==> src/rtl/assert_macros.svh <==
// Assertion macros used by the command parser RTL.
`ifndef ASSERT_MACROS_SVH
`define ASSERT_MACROS_SVH
`ifndef SYNTH
`define ASSERT_IMPLIES(label, clk, rst_n, pre, post) \
    label: assert property (@(posedge clk) disable iff (!rst_n) (pre) |-> (post)) \
        else $error("assertion failed");
`define ASSERT_NEXT(label, clk, rst_n, pre, post) \
    label: assert property (@(posedge clk) disable iff (!rst_n) (pre) |=> (post)) \
        else $error("assertion failed");
`else
`define ASSERT_IMPLIES(label, clk, rst_n, pre, post)
`define ASSERT_NEXT(label, clk, rst_n, pre, post)
`endif
`endif

==> src/rtl/ccp_pkg.sv <==
// Package with constants, types and the command table of the command parser.
package ccp_pkg;
    localparam int NUM_COMMANDS = 94;
    localparam int MAX_PARAM_CHARS = 16;
    localparam int MAX_LINE_CHARS = 128;
    localparam int PARAM_LIMIT = (MAX_PARAM_CHARS < 16) ? MAX_PARAM_CHARS : 16;
    localparam int LINE_LIMIT = MAX_LINE_CHARS - 2;
    localparam int PIDX_W = $clog2(PARAM_LIMIT);
    localparam int PCNT_W = $clog2(PARAM_LIMIT + 1);
    localparam logic [20:0] MAG_MAX = 21'h1FFFFF;

    localparam logic [7:0] CH_TERM = 8'h3B;
    localparam logic [7:0] CH_PLUS = 8'h2B;
    localparam logic [7:0] CH_MINUS = 8'h2D;
    localparam logic [7:0] CASE_OFFSET = 8'h20;

    localparam logic [1:0] K_NONE = 2'd0;
    localparam logic [1:0] K_NUM = 2'd1;
    localparam logic [1:0] K_BOOL = 2'd2;
    localparam logic [1:0] K_STR = 2'd3;

    localparam logic [2:0] ST_OK = 3'd0;
    localparam logic [2:0] ST_SHORT = 3'd1;
    localparam logic [2:0] ST_UNKNOWN = 3'd2;
    localparam logic [2:0] ST_NONNUM = 3'd3;
    localparam logic [2:0] ST_LONG = 3'd4;

    typedef struct packed {
        logic [15:0] word_low;
        logic [1:0]  kind;
        logic [15:0] lo;
        logic [15:0] hi;
    } entry_t;

    typedef struct packed {
        logic [2:0]  status;
        logic [6:0]  cmd_index;
        logic [1:0]  param_kind;
        logic [15:0] num_value;
        logic        bool_value;
        logic [7:0]  text_char;
        logic        last;
    } result_t;

    // Search request from the line collector to the finishing sequencer.
    typedef struct packed {
        logic        overflow;
        logic        short_line;
        logic [31:0] word;
        logic [PCNT_W-1:0] plen;
        logic        numeric;
        logic        negative;
        logic [20:0] magnitude;
    } line_t;

    function automatic entry_t mk(input byte c, input byte d, input logic [1:0] k,
                                  input int lo, input int hi);
        entry_t e;
        e.word_low = {c, d};
        e.kind = k;
        e.lo = 16'(lo);
        e.hi = 16'(hi);
        return e;
    endfunction

    function automatic entry_t rom_entry(input logic [6:0] i);
        entry_t e;
        case (i)
            7'd0: e = mk("A","G",K_NUM,0,100);   7'd1: e = mk("L","A",K_NUM,0,100);
            7'd2: e = mk("L","E",K_NUM,0,100);   7'd3: e = mk("P","A",K_NUM,0,4);
            7'd4: e = mk("P","B",K_NUM,0,4);     7'd5: e = mk("A","R",K_NUM,-20,120);
            7'd6: e = mk("A","S",K_NUM,-20,120); 7'd7: e = mk("G","T",K_NUM,0,5);
            7'd8: e = mk("G","U",K_NUM,0,5);     7'd9: e = mk("F","L",K_NUM,-9999,9999);
            7'd10: e = mk("F","S",K_NUM,-9999,9999);
            7'd11: e = mk("F","H",K_NUM,-9999,9999);
            7'd12: e = mk("F","R",K_NUM,-9999,9999);
            7'd13: e = mk("P","C",K_NUM,0,100);  7'd14: e = mk("M","G",K_NUM,-50,70);
            7'd15: e = mk("F","A",K_STR,0,0);    7'd16: e = mk("F","B",K_STR,0,0);
            7'd17: e = mk("A","E",K_NUM,0,99);   7'd18: e = mk("A","F",K_NUM,0,99);
            7'd19: e = mk("B","E",K_NUM,0,99);   7'd20: e = mk("B","F",K_NUM,0,99);
            7'd21: e = mk("V","G",K_NUM,0,1000); 7'd22: e = mk("X","H",K_NUM,0,2000);
            7'd23: e = mk("V","E",K_BOOL,0,1);   7'd24: e = mk("C","L",K_NUM,200,2250);
            7'd25: e = mk("C","S",K_NUM,1,60);   7'd26: e = mk("T","X",K_BOOL,0,1);
            7'd27: e = mk("T","U",K_BOOL,0,1);   7'd28: e = mk("B","D",K_NONE,0,0);
            7'd29: e = mk("B","U",K_NONE,0,0);   7'd30: e = mk("B","S",K_STR,0,999);
            7'd31: e = mk("B","A",K_NONE,0,0);   7'd32: e = mk("B","B",K_NONE,0,0);
            7'd33: e = mk("B","T",K_STR,0,999);  7'd34: e = mk("M","D",K_NUM,0,11);
            7'd35: e = mk("M","E",K_NUM,0,11);   7'd36: e = mk("R","T",K_BOOL,0,1);
            7'd37: e = mk("R","U",K_NONE,0,0);   7'd38: e = mk("R","D",K_NONE,0,0);
            7'd39: e = mk("S","P",K_BOOL,0,1);   7'd40: e = mk("C","N",K_BOOL,0,1);
            7'd41: e = mk("C","O",K_BOOL,0,1);   7'd42: e = mk("U","X",K_BOOL,0,1);
            7'd43: e = mk("U","Y",K_BOOL,0,1);   7'd44: e = mk("S","M",K_NUM,0,1260);
            7'd45: e = mk("R","M",K_STR,0,9999); 7'd46: e = mk("N","R",K_BOOL,0,1);
            7'd47: e = mk("N","S",K_BOOL,0,1);   7'd48: e = mk("N","V",K_BOOL,0,1);
            7'd49: e = mk("N","W",K_BOOL,0,1);   7'd50: e = mk("N","A",K_BOOL,0,1);
            7'd51: e = mk("N","B",K_BOOL,0,1);   7'd52: e = mk("N","C",K_BOOL,0,1);
            7'd53: e = mk("N","D",K_BOOL,0,1);   7'd54: e = mk("N","N",K_BOOL,0,1);
            7'd55: e = mk("N","O",K_BOOL,0,1);   7'd56: e = mk("N","T",K_BOOL,0,1);
            7'd57: e = mk("N","U",K_BOOL,0,1);   7'd58: e = mk("M","A",K_BOOL,0,1);
            7'd59: e = mk("M","B",K_BOOL,0,1);   7'd60: e = mk("P","S",K_BOOL,0,1);
            7'd61: e = mk("S","Q",K_NUM,0,160);  7'd62: e = mk("S","X",K_NUM,0,160);
            7'd63: e = mk("S","O",K_BOOL,0,1);   7'd64: e = mk("S","V",K_BOOL,0,1);
            7'd65: e = mk("V","S",K_NONE,0,2);   7'd66: e = mk("X","N",K_NUM,0,8191);
            7'd67: e = mk("X","O",K_NUM,0,8191); 7'd68: e = mk("X","V",K_NUM,0,1023);
            7'd69: e = mk("A","C",K_NUM,0,24);   7'd70: e = mk("D","B",K_BOOL,0,1);
            7'd71: e = mk("D","C",K_NUM,0,5000);
            7'd72: e = mk("D","D",K_NUM,-18000,18000);
            7'd73: e = mk("D","E",K_BOOL,0,1);   7'd74: e = mk("D","G",K_NUM,0,5000);
            7'd75: e = mk("D","H",K_NUM,0,2);    7'd76: e = mk("S","W",K_BOOL,0,1);
            7'd77: e = mk("R","X",K_NUM,0,31);   7'd78: e = mk("R","Y",K_NUM,0,31);
            7'd79: e = mk("C","P",K_BOOL,0,1);   7'd80: e = mk("C","T",K_NUM,0,20);
            7'd81: e = mk("L","I",K_BOOL,0,1);   7'd82: e = mk("U","T",K_BOOL,0,1);
            7'd83: e = mk("U","S",K_NONE,0,0);   7'd84: e = mk("M","O",K_BOOL,0,1);
            7'd85: e = mk("X","D",K_NONE,0,0);   7'd86: e = mk("X","U",K_NONE,0,0);
            7'd87: e = mk("X","S",K_BOOL,0,1);   7'd88: e = mk("X","C",K_NONE,0,0);
            7'd89: e = mk("R","C",K_NONE,0,0);   7'd90: e = mk("S","Y",K_BOOL,0,1);
            7'd91: e = mk("F","I",K_NUM,0,11);   7'd92: e = mk("F","J",K_NUM,0,11);
            7'd93: e = mk("Y","R",K_BOOL,0,1);
            default: e = '0;
        endcase
        return e;
    endfunction
endpackage

==> src/rtl/ccp_collect.sv <==
// Line collector: packs the command word, stores parameter characters, accumulates digits.
module ccp_collect (
    input  logic                      clk,
    input  logic                      rst_n,
    input  logic                      take,
    input  logic [7:0]                ch,
    input  logic [ccp_pkg::PIDX_W-1:0] rd_addr,
    output logic [7:0]                rd_data,
    output ccp_pkg::line_t            line
);
    logic [7:0]  line_count_reg;
    logic [31:0] command_word_reg;
    logic [20:0] magnitude_acc_reg;
    logic        negative_sign_reg;
    logic        digits_stopped_reg;
    logic        first_is_numeric_reg;
    logic        line_overflow_reg;
    logic [7:0]  param_store [ccp_pkg::PARAM_LIMIT];

    logic        is_term;
    logic        is_digit;
    logic [7:0]  up_ch;
    logic [7:0]  pos;
    logic        full;
    logic [24:0] mag_mul;
    logic [3:0]  dval;

    assign is_term = (ch == ccp_pkg::CH_TERM);
    assign is_digit = (ch >= "0") && (ch <= "9");
    assign dval = 4'(ch - "0");
    assign up_ch = ((ch >= "a") && (ch <= "z")) ? ch - ccp_pkg::CASE_OFFSET : ch;
    assign pos = line_count_reg - 8'd4;
    assign full = (line_count_reg >= 8'(ccp_pkg::LINE_LIMIT))
        || (pos >= 8'(ccp_pkg::PARAM_LIMIT));
    assign mag_mul = {1'b0, magnitude_acc_reg, 3'b000} + {3'b000, magnitude_acc_reg, 1'b0}
        + 25'(dval);

    always_ff @(posedge clk or negedge rst_n)
    begin
        if (!rst_n)
        begin
            line_count_reg <= '0;
            command_word_reg <= '0;
            magnitude_acc_reg <= '0;
            negative_sign_reg <= 1'b0;
            digits_stopped_reg <= 1'b0;
            first_is_numeric_reg <= 1'b0;
            line_overflow_reg <= 1'b0;
        end
        else if (take)
        begin
            if (is_term)
            begin
                line_count_reg <= '0;
                command_word_reg <= '0;
                magnitude_acc_reg <= '0;
                negative_sign_reg <= 1'b0;
                digits_stopped_reg <= 1'b0;
                first_is_numeric_reg <= 1'b0;
                line_overflow_reg <= 1'b0;
            end
            else if (!line_overflow_reg)
            begin
                if (line_count_reg < 8'd4)
                begin
                    command_word_reg <= {command_word_reg[23:0], up_ch};
                    line_count_reg <= line_count_reg + 8'd1;
                end
                else if (full)
                begin
                    line_overflow_reg <= 1'b1;
                end
                else
                begin
                    line_count_reg <= line_count_reg + 8'd1;
                    if (pos == 8'd0)
                    begin
                        first_is_numeric_reg <= is_digit || ch == ccp_pkg::CH_PLUS
                            || ch == ccp_pkg::CH_MINUS;
                        negative_sign_reg <= (ch == ccp_pkg::CH_MINUS);
                        magnitude_acc_reg <= is_digit ? 21'(dval) : '0;
                        digits_stopped_reg <= !(is_digit || ch == ccp_pkg::CH_PLUS
                            || ch == ccp_pkg::CH_MINUS);
                    end
                    else if (!digits_stopped_reg && is_digit)
                    begin
                        magnitude_acc_reg <= (mag_mul > 25'(ccp_pkg::MAG_MAX))
                            ? ccp_pkg::MAG_MAX : mag_mul[20:0];
                    end
                    else if (!is_digit)
                    begin
                        digits_stopped_reg <= 1'b1;
                    end
                end
            end
        end
    end

    always_ff @(posedge clk)
    begin
        if (take && !is_term && !line_overflow_reg && line_count_reg >= 8'd4 && !full)
        begin
            param_store[pos[ccp_pkg::PIDX_W-1:0]] <= ch;
        end
        rd_data <= param_store[rd_addr];
    end

    always_comb
    begin
        line.overflow = line_overflow_reg;
        line.short_line = (line_count_reg < 8'd4);
        line.word = command_word_reg;
        line.plen = ccp_pkg::PCNT_W'(pos);
        line.numeric = first_is_numeric_reg;
        line.negative = negative_sign_reg;
        line.magnitude = magnitude_acc_reg;
    end
endmodule

==> config.mk <==
export PLATFORM = sky130hd
export DESIGN_NAME = ccp_collect
export DESIGN_NICKNAME = d
export VERILOG_FILES = /design/src/rtl/assert_macros.svh /design/src/rtl/ccp_pkg.sv /design/src/rtl/ccp_collect.sv
export SDC_FILE = /design/constraint.sdc
export NUM_CORES = 1
export LEC_CHECK = 0
export BUFFER_PORTS_ARGS = -buffer_cell sky130_fd_sc_hd__buf_2
export CAP_MARGIN = 20
export CORE_MARGIN = 1.5
export CORE_UTILIZATION = 64
export DETAILED_ROUTE_END_ITERATION = 8
export PLACE_DENSITY = 0.91
export SLEW_MARGIN = 20
export SYNTH_ARGS = -nofsm -noshare
export SYNTH_HDL_FRONTEND = slang
export SYNTH_SLANG_ARGS = --single-unit
==> constraint.sdc <==
create_clock -name clk -period 8.2 [get_ports clk]
set_clock_uncertainty 0.15 [all_clocks]
set_input_delay 1.64 -clock clk [delete_from_list [all_inputs] [get_ports clk]]
set_output_delay 1.64 -clock clk [all_outputs]
set_load 0.005 [all_outputs]
==> flow_metrics.env, run 1 <==
export IMPL_end_kind="flip-flop"
export IMPL_antennaDiodeCount=0
export IMPL_avgRoutedWirePerCell_um=24.2
export IMPL_critPathMaxFanout=24
export IMPL_fin_crit_ns=5.56
export IMPL_powerDensity_nw_per_um2=236
export IMPL_yosysMostFrequentCell="edfxtp_1"
export IMPL_finalHoldViolCount=0
export IMPL_post_cts_buffers=0
export IMPL_grt_use_total_pct=29.3
export IMPL_p_total_w=0.00252
export IMPL_drv_cap=0
export IMPL_path_cells="buf_2 > inv_1 > fa_1 > inv_1 > ha_1 > a21o_1 > and4_2 > o21ai_0 > o211ai_1 > a211oi_1 > mux2_2 > nor3_4 > o21ai_0"
export IMPL_syn_num_nets=721
export IMPL_place_ws_ns=2.17
export IMPL_vias=6257
export IMPL_switchingPower_w=0.000661
export IMPL_final_setup_viol_count=0
export IMPL_cellLeakagePower_nw=4.49
export IMPL_grt_first_pass_wirelength_um=35600
export IMPL_hpwlAfterDp_um=14400
export IMPL_finalSetupTns_ns=0
export IMPL_drc=0
export IMPL_cts_tree="yes"
export IMPL_min_path_type="flip-flop to flip-flop"
export IMPL_cts_max_level=1
export IMPL_port_buffers=84
export IMPL_seqPwrFrac_pct=47.6
export IMPL_post_cts_resize_count=0
export IMPL_ant_nets=0
export IMPL_synth_cells=651
export IMPL_maxSlewHeadroom_pct=44.2
export IMPL_synth_area_top_cells="edfxtp_1, dfrtp_1, mux4_2"
export IMPL_hold_buffers=0
export IMPL_root_buffer="clkbuf_16"
export IMPL_grt_overflow=0
export IMPL_fin_crit_sh_pct=67.8
export IMPL_grt_setup_unrepaired="false"
export IMPL_cp_start_kind="input port"
export IMPL_cp_required_ns=8.36
export IMPL_cts_inserted_buffers=21
export IMPL_grt_busiest_layer="met2"
export IMPL_ys_ff_latch=201
export IMPL_gp_congestion=0.926
export IMPL_largest_reg_flops=128
export IMPL_slowest_delay_ns=0.62
export IMPL_nFillCells=844
export IMPL_grt_max_degree=66
export IMPL_outcome="finished clean"
export IMPL_multi_input_comb_area_um2=3640
export IMPL_async_flop_share_pct=32.3
export IMPL_finalMaxSlewViolations=0
export IMPL_area_growth_pct=13.2
export IMPL_die_width_um=125
export IMPL_initial_core_util_pct=65.4
export IMPL_cts_clk_slew_worst_paths_ns=0.06
export IMPL_clkPwrFrac_pct=37.5
export IMPL_syn_avg_cell_area_um2=14.5
export IMPL_peakVddDrop_mv=0.137
export IMPL_synth_top_cell_by_area="edfxtp_1"
export IMPL_synth_ff_type="edfxtp_1"
export IMPL_avgViaCountPerCell=6.75
export IMPL_grt_pass1_vias=6184
export IMPL_grt_use_met1_pct=39.4
export IMPL_netlist_area_leader_share_pct=40.6
export IMPL_firstDrtPassIters=5
export IMPL_clock_latency_ns=0.49
export IMPL_critPathSlowestCell="nor3_4"
export IMPL_fmax_mhz=180
export IMPL_utilization_pct=74.0
export IMPL_netlist_top_cells_count="edfxtp_1, dfrtp_1, ha_1"
export IMPL_cts_buffer_depth=3
export IMPL_use_met2_pct=51.2
export IMPL_first_iter_violations=700
export IMPL_synth_edff_count=128
export IMPL_sw_frac_of_total_pct=26.2
export IMPL_ios=85
export IMPL_combPwrFrac_pct=14.9
export IMPL_use_met3_pct=3.74
export IMPL_totalWireLength_um=22400
export IMPL_ys_warn_count=0
export IMPL_synthesis_area_um2=9460
export IMPL_die_area_um2=15500
export IMPL_synth_cell_types=67
export IMPL_setup_ws_ns=2.64
export IMPL_core_region_area_um2=14500
export IMPL_seq_area_um2=5630
export IMPL_antenna_found_initial=0
export IMPL_yosysSeqAreaShare_pct=59.5
export IMPL_internal_power_w=0.00186
export IMPL_layout_drive_gt1_share_pct=24.5
export IMPL_tightest_slew_ns=0.837
export IMPL_criticalPathCategory="input port to flip-flop"
export IMPL_arrival_ns=5.72
export IMPL_fp_dieH_um=125
export IMPL_nNetsFinal=799
export IMPL_row_count=44
export IMPL_cts_sinks=201
-- placed cells by master, fill, tap and decap left out, types with 4 or more instances in the layout --
| cell | instances |
|---|---|
| nor4_1 | 6 |
| a31oi_1 | 4 |
| clkinv_2 | 4 |
| xnor2_1 | 12 |
| buf_4 | 7 |
| dfxtp_1 | 8 |
| ha_1 | 53 |
| nand2b_1 | 7 |
| dfrtp_1 | 65 |
| clkbuf_1 | 4 |
| a22o_1 | 31 |
| a22oi_1 | 12 |
| a21oi_1 | 37 |
| and3_1 | 17 |
| inv_1 | 17 |
| o21ai_0 | 25 |
| clkinv_1 | 4 |
| nand3_1 | 4 |
| a21o_1 | 9 |
| o21ai_2 | 4 |
| nor4b_1 | 4 |
| edfxtp_1 | 128 |
| xor2_1 | 6 |
| nor3_1 | 7 |
| o21a_1 | 5 |
| o41ai_1 | 4 |
| nor2_1 | 20 |
| clkbuf_16 | 21 |
| nand2_1 | 28 |
| mux4_2 | 40 |
| buf_2 | 83 |
| or4_1 | 4 |
| o21ai_1 | 6 |
-- worst max-delay path: cells and delay by family --
family / cells / cell delay, ns
AO/OA/AOI/OAI: 5 / 1.41
multiplexers: 1 / 0.42
buffers and inverters: 3 / 0.53
adder cells (fa/ha/maj): 2 / 0.85
AND/OR/NAND/NOR: 2 / 0.86
-- metrics by stage --
| stage | instances | area, um2 | hold slack (ns) |
|---|---|---|---|
| floorplan | 651 | 9460 | 0.301 |
| global placement | 890 | 10000 | 0.336 |
| detailed placement | 890 | 10000 | 0.344 |
| CTS | 927 | 10700 | 0.355 |
| global route | 927 | 10700 | 0.369 |
| finish | 927 | 10700 | 0.352 |
-- logic make-up (layout without fill, tap and decap cells) --
| group | count (synthesis) | after routing | share of synthesized area (%) |
|---|---|---|---|
| flip-flops | 201 | 201 | 59.5 |
| AO/OA/AOI/OAI | 165 | 165 | 12.4 |
| AND/OR/NAND/NOR | 119 | 119 | 7.06 |
| adder cells (fa/ha/maj) | 55 | 55 | 7.43 |
| buffers and inverters | 52 | 144 | 2.35 |
| multiplexers | 41 | 41 | 9.64 |
| XOR/XNOR | 18 | 18 | 1.67 |
-- power groups by stage --
| stage | combinational, W | clock [W] | sequential [W] |
|---|---|---|---|
| floorplan | 0.000220 | 0 | 0.00120 |
| global placement | 0.000335 | 0 | 0.00121 |
| detailed placement | 0.000358 | 0 | 0.00121 |
| CTS | 0.000368 | 0.000948 | 0.00120 |
| global route | 0.000409 | 0.000996 | 0.00121 |
| finish | 0.000376 | 0.000947 | 0.00120 |
-- cell type report --
cell class	count	share of cell area, %
Timing Repair Buffer	90	4.37
Tap cell	184	2.15
Clock buffer	25	5.05
Inverter	17	0.596
Multi-Input combinational cell	398	34.0
Clock inverter	12	1.25
Sequential cell	201	52.6
-- worst paths after layout --
kind | from | to | slack, ns | depth (start not counted)
max | ch[3] | magnitude_acc_reg[5] | 2.64 | 13
min | command_word_reg[29] | command_word_reg[29] | 0.35 | 1
max reg2reg | magnitude_acc_reg[2] | magnitude_acc_reg[5] | 3.76 | 12
min reg2reg | command_word_reg[29] | command_word_reg[29] | 0.35 | 1
max in group asynchronous | rst_n | line_count_reg[4] | 6.15 | 2
min in group asynchronous | rst_n | command_word_reg[12] | 1.21 | 2
-- per-layer routing --
layer	vias to the layer above	share of wire, %
li1	2730	-
met1	3126	39
met2	346	52
met3	55	6.3
met4	0	2.6
met5	-	0
No activity file was read; power rests on OpenSTA's default activity.
==> inputs of run 2 (changes only) <==
Settings changed: ABC_AREA from default to 1, CORE_UTILIZATION 64 to 60, PLACE_DENSITY 0.91 to 0.86.
Clock period 8.2 ns to 5.7 ns, I/O delays scaled along.
==> run 2 against run 1 <==
Compared with the run above:
- worst setup slack worse by 0.76 ns
- worst hold slack worse by 0.0045 ns
- synthesized cell count up 59%
- sequential power up 31%
- combinational power down 61%
- sequential cell count unchanged
- sequential share of layout area down 2.6 points
- area after synthesis up 6.8%
- core utilization down 5.8 points
- total power up 17%
- final cell count up 44%
- largest cell class unchanged
==> flow_metrics.env, run 2 <==
export IMPL_cts_clk_slew_worst_paths_ns=0.07
export IMPL_outcome="finished clean"
export IMPL_arrival_ns=4.05
export IMPL_synth_cell_types=40
export IMPL_final_common_cell="nand2_1"
export IMPL_post_cts_resize_count=0
export IMPL_drc=0
export IMPL_avgRoutedWirePerCell_um=17.8
export IMPL_cts_tree="yes"
export IMPL_firstDrtPassIters=5
export IMPL_synthesis_area_um2=10100
export IMPL_area_growth_pct=11.5
export IMPL_fmax_mhz=262
export IMPL_cp_start_kind="input port"
export IMPL_yosysMostFrequentCell="nand2_1"
export IMPL_grt_first_pass_wirelength_um=38000
export IMPL_finalHoldViolCount=0
export IMPL_synthAdderAreaFrac_pct=6.95
export IMPL_r2r_start="magnitude_acc_reg[0]"
export IMPL_async_flop_share_pct=32.3
export IMPL_p_total_w=0.00296
export IMPL_ys_warn_count=0
export IMPL_cts_inserted_buffers=20
export IMPL_grt_max_degree=97
export IMPL_maxSlewHeadroom_pct=28.8
export IMPL_fin_crit_ns=3.82
export IMPL_synth_edff_count=128
export IMPL_ys_ff_latch=201
export IMPL_synth_compound_area_share_pct=9.97
export IMPL_synthSimpleGateAreaFrac_pct=15.5
export IMPL_grt_pass1_vias=7525
export IMPL_vias=7672
export IMPL_yosysSeqAreaShare_pct=55.7
export IMPL_antennaDiodeCount=0
export IMPL_synth_ff_type="edfxtp_1"
export IMPL_cp_required_ns=5.93
export IMPL_avgViaCountPerCell=5.73
export IMPL_peakVddDrop_mv=0.199
export IMPL_clock_latency_ns=0.49
export IMPL_synth_cells=1033
export IMPL_layout_common_cells="nand2_1, inv_1, edfxtp_1, buf_2, dfrtp_1"
export IMPL_row_count=47
export IMPL_post_cts_buffers=0
export IMPL_totalWireLength_um=23800
export IMPL_critPathMaxFanout=21
export IMPL_die_area_um2=17600
export IMPL_synth_mux_area_share_pct=3.17
export IMPL_end_kind="flip-flop"
export IMPL_synth_area_top_cells="edfxtp_1, dfrtp_1, nand2_1"
export IMPL_synth_top_family_by_area="simple AND/OR/NAND/NOR gates"
export IMPL_cts_buffer_depth=3
export IMPL_layout_drive_gt1_share_pct=12.2
export IMPL_min_from="line_count_reg[6]"
export IMPL_nFillCells=1189
export IMPL_ios=85
export IMPL_nNetsFinal=1175
export IMPL_synth_xor_area_share_pct=1.47
export IMPL_largest_reg_flops=128
export IMPL_min_path_type="flip-flop to flip-flop"
export IMPL_gp_congestion=0.924
export IMPL_fin_crit_sh_pct=67.0
export IMPL_root_buffer="clkbuf_16"
export IMPL_path_cells="buf_2 > inv_1 > fa_1 > inv_1 > fa_1 > nand3_1 > nand2_1 > nand3_1 > nand2_1 > nand2_1 > nand2_1 > nand2_1 > nand2_1 > nor2_1 > buf_4 > nand3_1 > nand2_1 > nand2_1"
export IMPL_criticalPathCategory="input port to flip-flop"
export IMPL_cts_max_level=1
export IMPL_core_region_area_um2=16500
export IMPL_syn_avg_cell_area_um2=9.79
export IMPL_cellLeakagePower_nw=5.46
export IMPL_grt_setup_unrepaired="false"
export IMPL_fin_hold_ws_ns=0.348
export IMPL_cts_sinks=201
export IMPL_finalMaxSlewViolations=0
export IMPL_netlist_area_leader_share_pct=38.0
export IMPL_final_setup_viol_count=0
export IMPL_netlist_top_cells_count="nand2_1, inv_1, edfxtp_1"
export IMPL_crit_top_cell="nand2_1"
export IMPL_initial_core_util_pct=61.2
export IMPL_die_width_um=133
export IMPL_grt_overflow=0
export IMPL_port_buffers=84
export IMPL_grt_use_total_pct=27.2
export IMPL_layout_cells_non_filler=1339
export IMPL_critPathSlowestCell="fa_1"
export IMPL_synth_top_cell_by_area="edfxtp_1"
export IMPL_place_inst=1303
export IMPL_hpwlAfterDp_um=15900
export IMPL_antenna_found_initial=1
export IMPL_powerDensity_nw_per_um2=262
export IMPL_first_iter_violations=632
export IMPL_syn_num_nets=1103
export IMPL_slowest_delay_ns=0.57
export IMPL_tightest_slew_ns=1.07
export IMPL_critPathLaunch="ch[3]"
export IMPL_fp_dieH_um=133
export IMPL_ant_nets=0
export IMPL_hold_buffers=0
export IMPL_finalSetupTns_ns=0
export IMPL_drv_cap=0
run 2: cell type report:
cell class | instances | area, um2 | share of cell area, %
clock buffers | 29 | 576 | 5.11
clock inverters | 7 | 33.8 | 0.300
inverters | 146 | 548 | 4.86
multi-input cells | 647 | 3750 | 33.3
flip-flops and latches | 201 | 5630 | 49.9
well taps | 220 | 275 | 2.44
repair buffers | 89 | 460 | 4.08
run 2: logic make-up after synthesis:
group | count (synthesis)
XOR/XNOR | 17
flip-flops | 201
AND/OR/NAND/NOR | 367
adder cells (fa/ha/maj) | 55
multiplexers | 32
AO/OA/AOI/OAI | 176
buffers and inverters | 185
run 2: worst max-delay path, delay by kind of cell:
kind / cells / cell delay [ns]
AND/OR/NAND/NOR: 12 / 1.05
buffers and inverters: 4 / 0.81
adder cells (fa/ha/maj): 2 / 1.04
run 2: worst paths after layout:
check,slack (ns),cells after the start,endpoint
max,1.88,18,magnitude_acc_reg[10]
max reg2reg,2.54,17,magnitude_acc_reg[10]
max in group asynchronous,4.18,2,line_overflow_reg
min reg2reg,0.35,2,line_count_reg[6]
min in group asynchronous,0.68,2,command_word_reg[25]
min,0.35,2,line_count_reg[6]
run 2: per-layer routing:
layer / share of wire, % / global-route usage, % / up-vias
li1: - / - / 3610
met1: 40 / 35.1 / 3657
met2: 51 / 47.3 / 345
met3: 6.8 / 3.75 / 58
met4: 2.5 / 9.77 / 2
met5: 0.055 / 0 / -
run 2: where the power goes:
group	internal (W)	switching [W]	leakage, nW
registers	0.00156	0.00000768	1.99
logic	0.0000450	0.000102	3.17
clock network	0.000702	0.000537	0.298
total	0.00231	0.000648	5.46
run 2: stage by stage:
step | utilization [%] | area [um2] | setup slack [ns]
final | 68.2 | 11300 | 1.88
after detailed placement | 64.5 | 10700 | 1.43
after global routing | 68.2 | 11300 | 1.64
after global placement | 64.5 | 10700 | 1.57
after floorplan | - | 10100 | 2.12
after CTS | 68.2 | 11300 | 1.91
